## config.mk

```make
export PLATFORM = sky130hd
export DESIGN_NAME = terminal_text_width_counter
export DESIGN_NICKNAME = d
export VERILOG_FILES = /design/src/ttwc_pkg.sv /design/src/ttwc_cfg_regs.sv /design/src/ttwc_text_buf.sv /design/src/ttwc_scan.sv /design/src/terminal_text_width_counter.sv
export VERILOG_INCLUDE_DIRS = /design/src /design/src/src
export SDC_FILE = /design/constraint.sdc
export NUM_CORES = 2
export LEC_CHECK = 0
export ABC_AREA = 1
export BUFFER_PORTS_ARGS = -buffer_cell sky130_fd_sc_hd__buf_4
export CAP_MARGIN = 10
export CELL_PAD_IN_SITES_DETAIL_PLACEMENT = 1
export CELL_PAD_IN_SITES_GLOBAL_PLACEMENT = 1
export CORE_MARGIN = 3
export CORE_UTILIZATION = 35
export CTS_CLUSTER_SIZE = 12
export DETAILED_ROUTE_END_ITERATION = 7
export PLACE_DENSITY = 0.64
export SETUP_SLACK_MARGIN = 0.2
export SKIP_CTS_REPAIR_TIMING = 1
export SLEW_MARGIN = 0
export SYNTH_ARGS = -nofsm -noshare
export SYNTH_HDL_FRONTEND = slang
export SYNTH_HIERARCHICAL = 1
export SYNTH_SLANG_ARGS = --single-unit
```

## constraint.sdc

```tcl
create_clock -name clk -period 5.35 [get_ports clk]
set_clock_uncertainty 0.05 [all_clocks]
set_input_delay 0.2675 -clock clk [delete_from_list [all_inputs] [get_ports clk]]
set_output_delay 0.2675 -clock clk [all_outputs]
set_load 0.1 [all_outputs]
```

## src/terminal_text_width_counter_assert.svh

```systemverilog
// Assertion macros for the terminal text width counter RTL.
`ifndef TERMINAL_TEXT_WIDTH_COUNTER_ASSERT_SVH
`define TERMINAL_TEXT_WIDTH_COUNTER_ASSERT_SVH

// Condition that must hold at every clock edge out of reset.
`define TTWC_ASSERT_ALWAYS(lbl, cond, msg) \
	lbl: assert property (@(posedge clk) disable iff (!arst_n) (cond)) else $error(msg);

// Same-cycle implication.
`define TTWC_ASSERT_IMP(lbl, ante, cons, msg) \
	lbl: assert property (@(posedge clk) disable iff (!arst_n) (ante) |-> (cons)) \
		else $error(msg);

// Next-cycle implication.
`define TTWC_ASSERT_NEXT(lbl, ante, cons, msg) \
	lbl: assert property (@(posedge clk) disable iff (!arst_n) (ante) |=> (cons)) \
		else $error(msg);

`endif

```

## src/ttwc_pkg.sv

```systemverilog
// Shared types, constants and helper functions for the text width counter.
package ttwc_pkg;

	localparam int MaxTextBytes = 256;
	localparam int EscWindow    = 20;

	localparam int ApbAddrW = 3;
	localparam int ApbDataW = 32;

	// register indexes, taken from paddr[2]
	localparam logic REG_IGNORE_ESC = 1'b0;
	localparam logic REG_COUNT_WIDE = 1'b1;

	localparam logic [7:0] ESC_CHAR  = 8'h1B;
	localparam logic [7:0] CHAR_AT   = 8'h40;
	localparam logic [7:0] CHAR_HAT  = 8'h5E;
	localparam logic [7:0] CHAR_TILDE = 8'h7E;
	localparam logic [7:0] CHAR_UC_O = 8'h4F;
	localparam logic [7:0] CHAR_UC_M = 8'h4D;
	localparam logic [7:0] CHAR_UC_A = 8'h41;
	localparam logic [7:0] CHAR_UC_Z = 8'h5A;
	localparam logic [7:0] CHAR_LC_A = 8'h61;
	localparam logic [7:0] CHAR_LC_Z = 8'h7A;

	localparam int MouseLen = 6;

	localparam logic [8:0] COUNT_MAX = 9'h1FF;

	typedef struct packed {
		logic ignore_esc;
		logic count_wide;
	} cfg_t;

	typedef struct packed {
		logic       overflowed;
		logic       malformed;
		logic [8:0] column_count;
	} scan_result_t;

	function automatic logic is_wide(input logic [20:0] cp);
		return (cp >= 21'h02600 && cp <= 21'h027BF) ||
		       (cp >= 21'h1F300 && cp <= 21'h1F64F) ||
		       (cp >= 21'h1F680 && cp <= 21'h1F6FF) ||
		       (cp >= 21'h1F900 && cp <= 21'h1F9FF);
	endfunction

	// saturating column add
	function automatic logic [8:0] sat_add(input logic [8:0] a, input logic [1:0] inc);
		logic [9:0] sum;
		sum = {1'b0, a} + {8'b0, inc};
		return sum[9] ? COUNT_MAX : sum[8:0];
	endfunction

	// terminator of an escape sequence ('M' handled apart)
	function automatic logic is_esc_term(input logic [7:0] c);
		return (c == CHAR_AT) || (c == CHAR_HAT) || (c == CHAR_TILDE) ||
		       (c >= CHAR_UC_A && c <= CHAR_UC_Z && c != CHAR_UC_O && c != CHAR_UC_M) ||
		       (c >= CHAR_LC_A && c <= CHAR_LC_Z);
	endfunction

endpackage

```

## src/ttwc_cfg_regs.sv

```systemverilog
// APB configuration registers: ignore_esc and count_wide.
module ttwc_cfg_regs (
	input  logic                          clk,
	input  logic                          arst_n,
	input  logic                          psel,
	input  logic                          penable,
	input  logic                          pwrite,
	input  logic [ttwc_pkg::ApbAddrW-1:0] paddr,
	input  logic [ttwc_pkg::ApbDataW-1:0] pwdata,
	output logic [ttwc_pkg::ApbDataW-1:0] prdata,
	output logic                          pready,
	output ttwc_pkg::cfg_t                cfg
);

	logic ignore_esc_q;
	logic count_wide_q;
	logic wr_en;

	assign pready = 1'b1;
	assign wr_en  = psel & penable & pwrite & pready;

	always_ff @(posedge clk or negedge arst_n) begin
		if (!arst_n) begin
			ignore_esc_q <= 1'b0;
			count_wide_q <= 1'b0;
		end else if (wr_en) begin
			if (paddr[2] == ttwc_pkg::REG_IGNORE_ESC) begin
				ignore_esc_q <= pwdata[0];
			end else begin
				count_wide_q <= pwdata[0];
			end
		end
	end

	// paddr[1:0] select nothing: registers sit on word boundaries
	always_comb begin
		prdata = '0;
		if (paddr[2] == ttwc_pkg::REG_COUNT_WIDE) begin
			prdata[0] = count_wide_q;
		end else begin
			prdata[0] = ignore_esc_q;
		end
	end

	assign cfg.ignore_esc = ignore_esc_q;
	assign cfg.count_wide = count_wide_q;

endmodule

```

## src/ttwc_text_buf.sv

```systemverilog
// Text byte store: load side bookkeeping and the byte memory with a registered read port.
module ttwc_text_buf #(
	parameter int MAX_TEXT_BYTES = ttwc_pkg::MaxTextBytes
) (
	input  logic                                 clk,
	input  logic                                 arst_n,
	input  logic                                 s_tvalid,
	output logic                                 s_tready,
	input  logic [7:0]                           s_tdata,
	input  logic                                 s_tlast,
	input  logic                                 busy,
	input  logic [$clog2(MAX_TEXT_BYTES)-1:0]    rd_addr,
	output logic [7:0]                           rd_data,
	output logic                                 start,
	output logic [$clog2(MAX_TEXT_BYTES+1)-1:0]  start_end,
	output logic                                 start_ovf
);

	localparam int AW = $clog2(MAX_TEXT_BYTES);
	localparam int CW = $clog2(MAX_TEXT_BYTES + 1);

	logic [7:0]    mem [MAX_TEXT_BYTES];
	logic [7:0]    rd_data_q;
	logic [CW-1:0] fill_q;
	logic [CW-1:0] end_q;
	logic          zero_seen_q;
	logic          ovf_q;

	logic          acc;
	logic          wr_en;
	logic [CW-1:0] fill_inc;
	logic [CW-1:0] end_nx;

	assign s_tready = ~busy;
	assign acc      = s_tvalid & s_tready;
	assign wr_en    = acc & (fill_q != CW'(MAX_TEXT_BYTES));
	assign fill_inc = fill_q + CW'(1);

	// end of string: first zero byte, else the fill level
	always_comb begin
		end_nx = end_q;
		if (!zero_seen_q && wr_en) begin
			end_nx = (s_tdata == 8'h00) ? fill_q : fill_inc;
		end
	end

	always_ff @(posedge clk) begin
		if (wr_en) begin
			mem[fill_q[AW-1:0]] <= s_tdata;
		end
		rd_data_q <= mem[rd_addr];
	end

	always_ff @(posedge clk or negedge arst_n) begin
		if (!arst_n) begin
			fill_q      <= '0;
			end_q       <= '0;
			zero_seen_q <= 1'b0;
			ovf_q       <= 1'b0;
		end else if (acc) begin
			if (s_tlast) begin
				fill_q      <= '0;
				end_q       <= '0;
				zero_seen_q <= 1'b0;
				ovf_q       <= 1'b0;
			end else begin
				end_q <= end_nx;
				if (wr_en) begin
					fill_q <= fill_inc;
					if (s_tdata == 8'h00) begin
						zero_seen_q <= 1'b1;
					end
				end else begin
					ovf_q <= 1'b1;
				end
			end
		end
	end

	assign rd_data   = rd_data_q;
	assign start     = acc & s_tlast;
	assign start_end = end_nx;
	assign start_ovf = ovf_q | ~wr_en;

endmodule

```

## src/ttwc_scan.sv

```systemverilog
// Scan sequencer: walks the stored string, skips escapes when ignore_esc is set, decodes UTF-8, holds the result word.
module ttwc_scan #(
	parameter int MAX_TEXT_BYTES = ttwc_pkg::MaxTextBytes,
	parameter int ESC_WINDOW     = ttwc_pkg::EscWindow
) (
	input  logic                                 clk,
	input  logic                                 arst_n,
	input  ttwc_pkg::cfg_t                       cfg,
	input  logic                                 start,
	input  logic [$clog2(MAX_TEXT_BYTES+1)-1:0]  start_end,
	input  logic                                 start_ovf,
	output logic [$clog2(MAX_TEXT_BYTES)-1:0]    rd_addr,
	input  logic [7:0]                           rd_data,
	output logic                                 busy,
	output logic                                 m_tvalid,
	input  logic                                 m_tready,
	output ttwc_pkg::scan_result_t               result
);

	localparam int AW = $clog2(MAX_TEXT_BYTES);
	localparam int CW = $clog2(MAX_TEXT_BYTES + 1);
	localparam int WW = $clog2(ESC_WINDOW + 1);

	localparam logic [2:0] ST_IDLE  = 3'd0;
	localparam logic [2:0] ST_FETCH = 3'd1;
	localparam logic [2:0] ST_LEAD  = 3'd2;
	localparam logic [2:0] ST_CONT  = 3'd3;
	localparam logic [2:0] ST_ESC   = 3'd4;
	localparam logic [2:0] ST_DONE  = 3'd5;

	logic [2:0]    state_q, state_d;
	logic [CW-1:0] pos_q, pos_d;
	logic [CW-1:0] end_q, end_d;
	logic          ovf_q, ovf_d;
	logic          bad_q, bad_d;
	logic [8:0]    width_q, width_d;
	logic [WW-1:0] off_q, off_d;
	logic [WW-1:0] win_q, win_d;
	logic [1:0]    need_q, need_d;
	logic [2:0]    len_q, len_d;
	logic [20:0]   cp_q, cp_d;

	logic                   out_valid_q;
	ttwc_pkg::scan_result_t out_q;
	logic                   out_free;

	logic [CW-1:0] remain;
	logic [CW-1:0] addr_w;
	logic [WW-1:0] next_off;
	logic [20:0]   cp_cat;
	logic [20:0]   cp_min;
	logic [1:0]    inc;
	logic [2:0]    lead_len;
	logic [20:0]   lead_bits;

	assign remain   = end_q - pos_q;
	assign next_off = off_q + WW'(1);
	assign cp_cat   = {cp_q[14:0], rd_data[5:0]};
	assign out_free = ~out_valid_q | m_tready;
	assign inc      = (cfg.count_wide && ttwc_pkg::is_wide(cp_cat)) ? 2'd2 : 2'd1;

	always_comb begin
		case (len_q)
			3'd2:    cp_min = 21'h00080;
			3'd3:    cp_min = 21'h00800;
			default: cp_min = 21'h10000;
		endcase
	end

	always_comb begin
		lead_len  = 3'd0;
		lead_bits = '0;
		if (rd_data inside {[8'hC2:8'hDF]}) begin
			lead_len  = 3'd2;
			lead_bits = {16'b0, rd_data[4:0]};
		end else if (rd_data inside {[8'hE0:8'hEF]}) begin
			lead_len  = 3'd3;
			lead_bits = {17'b0, rd_data[3:0]};
		end else if (rd_data inside {[8'hF0:8'hF4]}) begin
			lead_len  = 3'd4;
			lead_bits = {18'b0, rd_data[2:0]};
		end
	end

	always_comb begin
		state_d = state_q;
		pos_d   = pos_q;
		end_d   = end_q;
		ovf_d   = ovf_q;
		bad_d   = bad_q;
		width_d = width_q;
		off_d   = off_q;
		win_d   = win_q;
		need_d  = need_q;
		len_d   = len_q;
		cp_d    = cp_q;
		addr_w  = pos_q;

		case (state_q)
			ST_IDLE: begin
				if (start) begin
					pos_d   = '0;
					end_d   = start_end;
					ovf_d   = start_ovf;
					bad_d   = 1'b0;
					width_d = '0;
					state_d = ST_FETCH;
				end
			end
			ST_FETCH: begin
				state_d = (pos_q >= end_q) ? ST_DONE : ST_LEAD;
			end
			ST_LEAD: begin
				addr_w = pos_q + CW'(1);
				if (cfg.ignore_esc && rd_data == ttwc_pkg::ESC_CHAR) begin
					win_d = (int'(remain) < ESC_WINDOW) ? WW'(remain) : WW'(ESC_WINDOW);
					if (win_d > WW'(1)) begin
						off_d   = WW'(1);
						state_d = ST_ESC;
					end else begin
						width_d = ttwc_pkg::sat_add(width_q, 2'd1);
						pos_d   = pos_q + CW'(1);
						state_d = ST_FETCH;
					end
				end else if (rd_data[7] == 1'b0) begin
					width_d = ttwc_pkg::sat_add(width_q, 2'd1);
					pos_d   = pos_q + CW'(1);
					state_d = ST_FETCH;
				end else if (lead_len == 3'd0 || remain < CW'(lead_len)) begin
					// bad lead byte, or sequence cut by the end of the string
					bad_d   = 1'b1;
					state_d = ST_DONE;
				end else begin
					len_d   = lead_len;
					need_d  = 2'(lead_len - 3'd1);
					cp_d    = lead_bits;
					off_d   = WW'(1);
					state_d = ST_CONT;
				end
			end
			ST_CONT: begin
				addr_w = pos_q + CW'(next_off);
				cp_d   = cp_cat;
				if (rd_data[7:6] != 2'b10) begin
					bad_d   = 1'b1;
					state_d = ST_DONE;
				end else if (need_q == 2'd1) begin
					// overlong, surrogate or beyond the code space
					if (cp_cat < cp_min || cp_cat > 21'h10FFFF ||
					    (cp_cat >= 21'h0D800 && cp_cat <= 21'h0DFFF)) begin
						bad_d   = 1'b1;
						state_d = ST_DONE;
					end else begin
						width_d = ttwc_pkg::sat_add(width_q, inc);
						pos_d   = pos_q + CW'(len_q);
						state_d = ST_FETCH;
					end
				end else begin
					need_d = need_q - 2'd1;
					off_d  = next_off;
				end
			end
			ST_ESC: begin
				addr_w = pos_q + CW'(next_off);
				if (ttwc_pkg::is_esc_term(rd_data)) begin
					pos_d   = pos_q + CW'(off_q) + CW'(1);
					state_d = ST_FETCH;
				end else if (rd_data == ttwc_pkg::CHAR_UC_M &&
				             win_q >= WW'(ttwc_pkg::MouseLen)) begin
					pos_d   = pos_q + CW'(ttwc_pkg::MouseLen);
					state_d = ST_FETCH;
				end else if (rd_data != ttwc_pkg::CHAR_UC_M && next_off < win_q) begin
					off_d = next_off;
				end else begin
					// no sequence: the ESC is a plain one-column char
					width_d = ttwc_pkg::sat_add(width_q, 2'd1);
					pos_d   = pos_q + CW'(1);
					state_d = ST_FETCH;
				end
			end
			ST_DONE: begin
				if (out_free) begin
					state_d = ST_IDLE;
				end
			end
			default: begin
				state_d = ST_IDLE;
			end
		endcase
	end

	always_ff @(posedge clk or negedge arst_n) begin
		if (!arst_n) begin
			state_q <= ST_IDLE;
			pos_q   <= '0;
			end_q   <= '0;
			ovf_q   <= 1'b0;
			bad_q   <= 1'b0;
			width_q <= '0;
			off_q   <= '0;
			win_q   <= '0;
			need_q  <= '0;
			len_q   <= '0;
		end else begin
			state_q <= state_d;
			pos_q   <= pos_d;
			end_q   <= end_d;
			ovf_q   <= ovf_d;
			bad_q   <= bad_d;
			width_q <= width_d;
			off_q   <= off_d;
			win_q   <= win_d;
			need_q  <= need_d;
			len_q   <= len_d;
		end
	end

	always_ff @(posedge clk) begin
		cp_q <= cp_d;
	end

	// result word holds until taken; meanwhile the load side runs whenever the scan is idle
	always_ff @(posedge clk or negedge arst_n) begin
		if (!arst_n) begin
			out_valid_q <= 1'b0;
		end else if (state_q == ST_DONE && out_free) begin
			out_valid_q <= 1'b1;
		end else if (m_tready) begin
			out_valid_q <= 1'b0;
		end
	end

	always_ff @(posedge clk) begin
		if (state_q == ST_DONE && out_free) begin
			out_q.column_count <= width_q;
			out_q.malformed    <= bad_q;
			out_q.overflowed   <= ovf_q;
		end
	end

	assign rd_addr  = addr_w[AW-1:0];
	assign busy     = (state_q != ST_IDLE);
	assign m_tvalid = out_valid_q;
	assign result   = out_q;

	`include "terminal_text_width_counter_assert.svh"

	`TTWC_ASSERT_ALWAYS(a_pos_in_string, pos_q <= end_q, "scan cursor passed end of string")
	`TTWC_ASSERT_IMP(a_start_when_idle, start, state_q == ST_IDLE, "string started during scan")
	`TTWC_ASSERT_IMP(a_esc_in_window, state_q == ST_ESC, off_q < win_q && win_q <= remain,
		"escape lookahead outside its window")
	`TTWC_ASSERT_IMP(a_cont_in_string, state_q == ST_CONT,
		need_q != 2'd0 && CW'(len_q) <= remain, "continuation read outside character")

endmodule

```

## src/terminal_text_width_counter.sv

```systemverilog
// Top level of the terminal text width counter: byte store, scan sequencer, config registers.
//
//  channel   | dir | handshake          | word
//  ----------+-----+--------------------+-------------------------------------------------
//  s_        | in  | tvalid/tready      | tdata[7:0] text_byte, tlast last_byte
//  m_        | out | tvalid/tready      | tdata[8:0] column_count, [9] malformed, [10] overflowed
//  apb       | in  | psel/penable/pready| 0x0 ignore_esc, 0x4 count_wide
//
// Load: one byte per cycle. On the last byte the scan runs from the memory's single read
// port: a fetch and a lead step per char, then continuation steps per multi-byte char or
// lookahead steps per escape, then an end check and result write. s_tready is low during
// the scan. Async reset clears all control state; the byte memory is not cleared (bytes past
// the fill level are never used). A result waiting on m_tready stalls the next scan's end.
module terminal_text_width_counter #(
	parameter int MAX_TEXT_BYTES = ttwc_pkg::MaxTextBytes,
	parameter int ESC_WINDOW     = ttwc_pkg::EscWindow
) (
	input  logic                          clk,
	input  logic                          arst_n,
	input  logic                          s_tvalid,
	output logic                          s_tready,
	input  logic [7:0]                    s_tdata,   // [7:0] text_byte
	input  logic                          s_tlast,
	output logic                          m_tvalid,
	input  logic                          m_tready,
	output logic [15:0]                   m_tdata,   // [8:0] column_count, [9] malformed,
	                                                 // [10] overflowed, [15:11] zero
	input  logic                          psel,
	input  logic                          penable,
	input  logic                          pwrite,
	input  logic [ttwc_pkg::ApbAddrW-1:0] paddr,
	input  logic [ttwc_pkg::ApbDataW-1:0] pwdata,
	output logic [ttwc_pkg::ApbDataW-1:0] prdata,
	output logic                          pready
);

	localparam int AW = $clog2(MAX_TEXT_BYTES);
	localparam int CW = $clog2(MAX_TEXT_BYTES + 1);

	ttwc_pkg::cfg_t         cfg;
	ttwc_pkg::scan_result_t result;
	logic                   busy;
	logic [AW-1:0]          rd_addr;
	logic [7:0]             rd_data;
	logic                   start;
	logic [CW-1:0]          start_end;
	logic                   start_ovf;

	ttwc_cfg_regs u_cfg (
		.clk     (clk),
		.arst_n  (arst_n),
		.psel    (psel),
		.penable (penable),
		.pwrite  (pwrite),
		.paddr   (paddr),
		.pwdata  (pwdata),
		.prdata  (prdata),
		.pready  (pready),
		.cfg     (cfg)
	);

	ttwc_text_buf #(
		.MAX_TEXT_BYTES (MAX_TEXT_BYTES)
	) u_buf (
		.clk       (clk),
		.arst_n    (arst_n),
		.s_tvalid  (s_tvalid),
		.s_tready  (s_tready),
		.s_tdata   (s_tdata),
		.s_tlast   (s_tlast),
		.busy      (busy),
		.rd_addr   (rd_addr),
		.rd_data   (rd_data),
		.start     (start),
		.start_end (start_end),
		.start_ovf (start_ovf)
	);

	ttwc_scan #(
		.MAX_TEXT_BYTES (MAX_TEXT_BYTES),
		.ESC_WINDOW     (ESC_WINDOW)
	) u_scan (
		.clk       (clk),
		.arst_n    (arst_n),
		.cfg       (cfg),
		.start     (start),
		.start_end (start_end),
		.start_ovf (start_ovf),
		.rd_addr   (rd_addr),
		.rd_data   (rd_data),
		.busy      (busy),
		.m_tvalid  (m_tvalid),
		.m_tready  (m_tready),
		.result    (result)
	);

	assign m_tdata = {5'b0, result.overflowed, result.malformed, result.column_count};

endmodule

```

Word level (Yosys, flattened, before mapping)
Memories as Yosys holds them, arrays and structs flattened. A register that Yosys moved wholly into a read port is not among the register bits.
Cells that the tools add are included.
Widths: inputs -> output; s select.
- output and inout bits: 51
- RAM bits: 2048
- bits of input ports: 51
- logic and storage cells: 262
- register bits: 96
- memories: 1
- memories (name ; depth ; bits a word ; read ports ; clocked after memory_dff ; write ports ; RTL line ; text):
    u_buf.mem ; 256 ; 8 ; 1 ; 1 ; 1 ; ttwc_text_buf.sv:22 ; logic [7:0] mem [MAX_TEXT_BYTES];
- multiplexer cells: 90
- bitwise logic cells: 13
- order comparisons: 28
- reductions and logical operators: 56
- $add $sub $neg: 13
- eq/ne operators: 40
- operator list (operator ; number):
    $mux 9 ; 26
    $pmux 9 s4 ; 2
    $ge 21x17->1 const B ; 3
    $le 21x17->1 const B ; 3
    $mux 15 ; 4
    $mux 3 ; 17
    $mux 5 ; 10
    $pmux 17 s2 ; 1
    $eq 8x7->1 const B ; 4
    $pmux 15 s2 ; 1
    $add 9x1->9 const B ; 3
    $ge 8x8->1 const B ; 3
    $le 8x8->1 const B ; 3
    $ne 2x2->1 const B ; 12
    $ge 21x14->1 const B ; 1
    $ge 21x16->1 const B ; 1
    $gt 21x21->1 const B ; 1
    $le 21x14->1 const B ; 1
    $le 21x16->1 const B ; 1
    $lt 21x17->1 ; 1
    $logic_and 1x1->1 ; 18
    $pmux 3 s6 ; 1
    $mux 1 ; 17
    $ge 8x7->1 const B ; 2
    53 further kinds ; 104

Depth between registers and ports, before layout
- depth after elaboration: 13
- mapped depth: 23
- gate-level depth less buffers: 21

Modules after synthesis
Netlist, hierarchy kept.
- modules (own cells, without submodules) (module ; sequential area each (sq um) ; cells each ; area each (sq um) ; times used):
    ttwc_text_buf ; 62159.6 ; 7145 ; 84628.7 ; 1
    ttwc_scan ; 1981.9 ; 904 ; 6326.1 ; 1
    ttwc_cfg_regs ; 50.0 ; 53 ; 379.1 ; 1
    terminal_text_width_counter ; 0.0 ; 6 ; 41.3 ; 1

Worst setup path after synthesis
OpenSTA, ideal clock, no wires.
- path type: reg2reg
- start point: register u_scan.state_q[0]
- end point: memory u_buf.mem[32][0] (enable)
- buffers on the path: 0
- path slack: 2149 ps
- stages on the path, launching flop included: 10
- period minus slack after synthesis: 3201 ps
- data arrival time: 2768 ps
- required time: 4917 ps
- setup time: 383 ps
- cells stage by stage: dfrtp_1 > nor2_2 > nand2_2 > inv_1 > nand2_1 > nor2_4 > inv_1 > nor2_1 > inv_1 > nor3_1
- cells in the longest elaborated chain, start to end: 6
- RTL lines (what ; RTL line ; text):
    from (decl) ; ttwc_scan.sv:31 ; logic [2:0] state_q, state_d;
    from (signal assigned) ; ttwc_scan.sv:205 ; state_q <= state_d;
    $reduce_bool 3->1 ; ttwc_scan.sv:242 ; assign busy = (state_q != ST_IDLE);
    net busy ; terminal_text_width_counter.sv:42 ; logic busy;
    $not 1->1 ; ttwc_text_buf.sv:34 ; assign s_tready = ~busy;
    net s_tready ; terminal_text_width_counter.sv:21 ; output logic s_tready,
    $and 1x1->1 ; ttwc_text_buf.sv:35 ; assign acc = s_tvalid & s_tready;
    $and 1x1->1 ; ttwc_text_buf.sv:36 ; assign wr_en = acc & (fill_q != CW'(MAX_TEXT_BYTES));
    $mux 1 ; ttwc_text_buf.sv:48 ; if (wr_en) begin
    $mux 1 (not written as such) ; ttwc_text_buf.sv:49 ; mem[fill_q[AW-1:0]] <= s_tdata;
    to (decl) ; ttwc_text_buf.sv:22 ;
The timed path passes the listed nets, and every way through them passes these cells.

Final worst setup path
- start point: register u_scan.state_q[0]
- end point: register u_buf.rd_data_q[2], in the netlist u_buf/rd_data[2], read port of u_buf.mem
- cells in the longest elaborated chain, start to end: 3
- elaborated cells between the ends (all ways): 5
- classes of those cells: eq/ne: 3; mux: 1; reduce/logical: 1
- RTL lines (what ; RTL line ; text):
    $eq 3x2->1 / $eq 3x3->1 (equally long branches) ; ttwc_scan.sv:99 ; case (state_q)
    $reduce_or 2->1 (no source line) ; -- ;
    $pmux 8 s2 * ; ttwc_scan.sv:99 ;
    net rd_addr[0] ; terminal_text_width_counter.sv:43 ; logic [AW-1:0] rd_addr;
    to (decl) ; ttwc_text_buf.sv:23 ; logic [7:0] rd_data_q;
Mark *: on every way through the listed nets, which the timed path passes. The rest lies on a longest branch.
A chain may end at the register's enable or synchronous reset.

==> flow_summary.toml <==
[global_route]
grt_max_degree = 161
grt_antenna_before_repair = 11
overflow = 0
grt_usage_pct = 20.8
grt_pass1_wl_mm = 418
first_global_vias = 63300

[logic_synthesis]
syn_avg_cell_area_um2 = 11.3
syn_inst = 8108
ys_ff_latch = 2152
synthDominantCellAreaShare_pct = 68.2
netlist_top_cells_count = "nand2_1 (2418), nand3_1 (2086), edfxtp_1 (2074)"
synth_most_common_cell = "nand2_1"
synth_top_area_cell = "edfxtp_1"
synth-edff-count = 2074
synth.distinct_cells = 59
yosysWarnings = 6
synth_ff_type = "edfxtp_1"
syn_area_um2 = 91400
ys_seq_area_share_pct = 70.3
synth.area.top_cells = "edfxtp_1 (68%), nand3_1 (11%), nand2_1 (9.9%), dfrtp_1 (1.9%), nor2_1 (1.5%)"
async_reset_ff_share_pct = 3.25

[sta]
worst_slack_ns = 0.736
fin_setup_tns_ns = 0
setup_viol = 0
maxSlewViolCount = 0
slew_headroom_pct = 21.9
timing.final.crit_period_ns = 4.61
hold_viol_final = 0
grt_setup_unrepaired = "no"
fmax_mhz = 217
min_period_over_period_pct = 86.2
worst_pin_slew_ns = 1.17
hold_ws_ns = 0.134

[final_layout]
diodes = 0
layout-drive-gt1-share_pct = 6.96
nFillCells = 27800
fin_nets = 8166
area_growth_pct = 12.1
stdcell_count = 11600
final_core_util_pct = 39.6

[clock_tree]
tritoncts = "done"
cts_buffer_depth = 3
clockRootBuffer = "clkbuf_16"
cts_max_level = 4
cts_sinks = 2152
cts_buffers = 229
cts.clk_slew.worst_paths_ns = 0.06
insertion_delay_ns = 0.88

[placed_design]
dp_cells = 11200
gp_congestion = 0.849
dp_slack_ns = 0.830
io_buffers = 31
hpwl_mm = 170

[detailed_routing]
ant_nets = 0
wl_mm = 281
route.detailed.drc = 0
via_per_inst = 5.38
routedWlPerCell_um = 24.2
first_pass_iters = 5
vias = 62600
initialDrtViolationCount = 6065

[die]
core-area_um2 = 258000
die_w_um = 517
start_util_pct = 35.4
die_height_um = 517
rows = 186
ioPinCount = 102
die_area_um2 = 267000

[power_and_ir_drop]
ir_drop_v = 0.000751
power.switching_mw = 27.9
p_clk_share_pct = 24.0
combPwrFrac_pct = 45.7
pwr-share-seq_pct = 30.3
powerDensity_nw_per_um2 = 616
leakage_nw = 36.1
p_int_mw = 35.2
swShare_pct = 44.2

[setup_path]
arrival_ns = 5.32
r2r_end = "u_buf/rd_data[2]$_DFF_P_"
path_class = "reg2reg"
r2r-start = "u_scan/state_q[0]$_DFFE_PN0P_"
crit_required_ns = 6.05
crit_path_end_kind = "register"
ff2ff_setup_slack_ns = 0.74
r2r_cells = 21
critPathMaxFanout = 143
start_kind = "register"

[worst_hold_path]
worstHoldPathType = "in2async"

[run_status]
status = "finished, final reports clean"

[flow_run]
drv_cap = 0
cell families after synthesis:
kind of cell    share of synthesized area (%)
compound gates                           1.01
buf+inv                                  4.00
other cells                            0.0123
simple gates                             23.8
flops                                    70.3
fa+ha+maj                               0.685
xor+xnor                                0.288
registers in the layout, summed over array words and instances (netlist names), 9 cells and up:
name,cells
u_scan/cp_q,15
u_scan/end_q,9
u_scan/result,11
u_buf/mem,2048
u_scan/width_q,9
u_buf/fill_q,9
u_buf/end_q,9
u_scan/pos_q,9
worst max-delay path: stages, from the launching register on:
cell	delay, ns
dfrtp_1	0.55
nor2_2	0.11
inv_2	0.11
nor2_4	0.08
inv_4	0.14
nand2_4	0.10
nor2_2	0.12
clkinv_2	0.24
o21ai_4	0.53
inv_16	0.31
buf_12	0.39
buf_4	0.24
nand2_1	0.09
nand3_1	0.08
nand3_1	0.15
nand3_1	0.09
nand3_1	0.11
nand3_1	0.18
nand3_1	0.25
nand2_1	0.17
nand2_1	0.11
nand2_1	0.06
how the worst max path moves through the flow:
stage                                       start                         end  slack [ns]  cells after the start
CTS                   u_scan/pos_q[1]$_DFFE_PN0P_    u_buf/rd_data[2]$_DFF_P_        0.79                     14
global placement      u_scan/pos_q[1]$_DFFE_PN0P_    u_buf/rd_data[2]$_DFF_P_        0.83                     14
global route        u_scan/state_q[0]$_DFFE_PN0P_    u_buf/rd_data[2]$_DFF_P_        0.55                     21
detailed placement    u_scan/pos_q[1]$_DFFE_PN0P_    u_buf/rd_data[2]$_DFF_P_        0.83                     14
finish              u_scan/state_q[0]$_DFFE_PN0P_    u_buf/rd_data[2]$_DFF_P_        0.74                     21
floorplan           u_scan/state_q[0]$_DFFE_PN0P_  u_buf/mem[32][0]$_DFFE_PP_        2.15                      9
area by class of cell:
type	instances	area [µm²]	share of cell area, %
clock buffer	301	6130	5.99
tap	3384	4230	4.13
multi-input combinational	5256	23700	23.2
sequential	2152	64200	62.7
clock inverter	115	950	0.927
timing repair buffer	222	2330	2.27
inverter	207	823	0.804
per-stage QoR:
stage / power (mW) / cell area [µm²]
3_5_place_dp: 48.2 / 95100
2_1_floorplan: 38.2 / 91500
6_report: 63.1 / 102000
5_1_grt: 67.1 / 102000
4_1_cts: 63.5 / 102000
3_3_place_gp: 47.6 / 95100
cell usage in the layout (no fill, tap or decap), types with 9 or more instances in the layout:
master | Yosys | final
bufinv_16 | 0 | 11
a21oi_1 | 31 | 31
clkinv_1 | 15 | 73
inv_1 | 176 | 174
o211ai_1 | 11 | 11
buf_12 | 0 | 44
nand2_2 | 18 | 18
ha_1 | 42 | 42
dfrtp_1 | 70 | 70
nand2_1 | 2418 | 2418
buf_4 | 109 | 150
edfxtp_1 | 2074 | 2074
conb_1 | 3 | 37
nor2_1 | 369 | 369
xor2_1 | 24 | 24
o21ai_0 | 63 | 62
nand3_1 | 2086 | 2086
nor2_2 | 9 | 9
dlygate4sd3_1 | 0 | 20
nor3_1 | 22 | 22
inv_2 | 10 | 9
nand4_1 | 39 | 39
clkbuf_1 | 93 | 62
clkinv_2 | 2 | 34
clkbuf_16 | 0 | 232
routing by layer:
layer	global-route usage, %	wire, µm	vias up
met1	29.4	125000	32100
met4	5.97	7790	0
met2	33.5	132000	1732
li1	-	-	28400
met5	0	0	-
met3	2.63	16300	396
power by group through the flow:
| stage | logic, mW | clock network [mW] | registers, mW |
|---|---|---|---|
| after CTS | 28.9 | 15.5 | 19.1 |
| final | 28.9 | 15.1 | 19.1 |
| after floorplan | 18.9 | 0 | 19.4 |
| after detailed placement | 28.8 | 0 | 19.4 |
| after global placement | 28.2 | 0 | 19.4 |
| after global routing | 31.8 | 16.2 | 19.1 |
(Power assumes the default switching activity.)
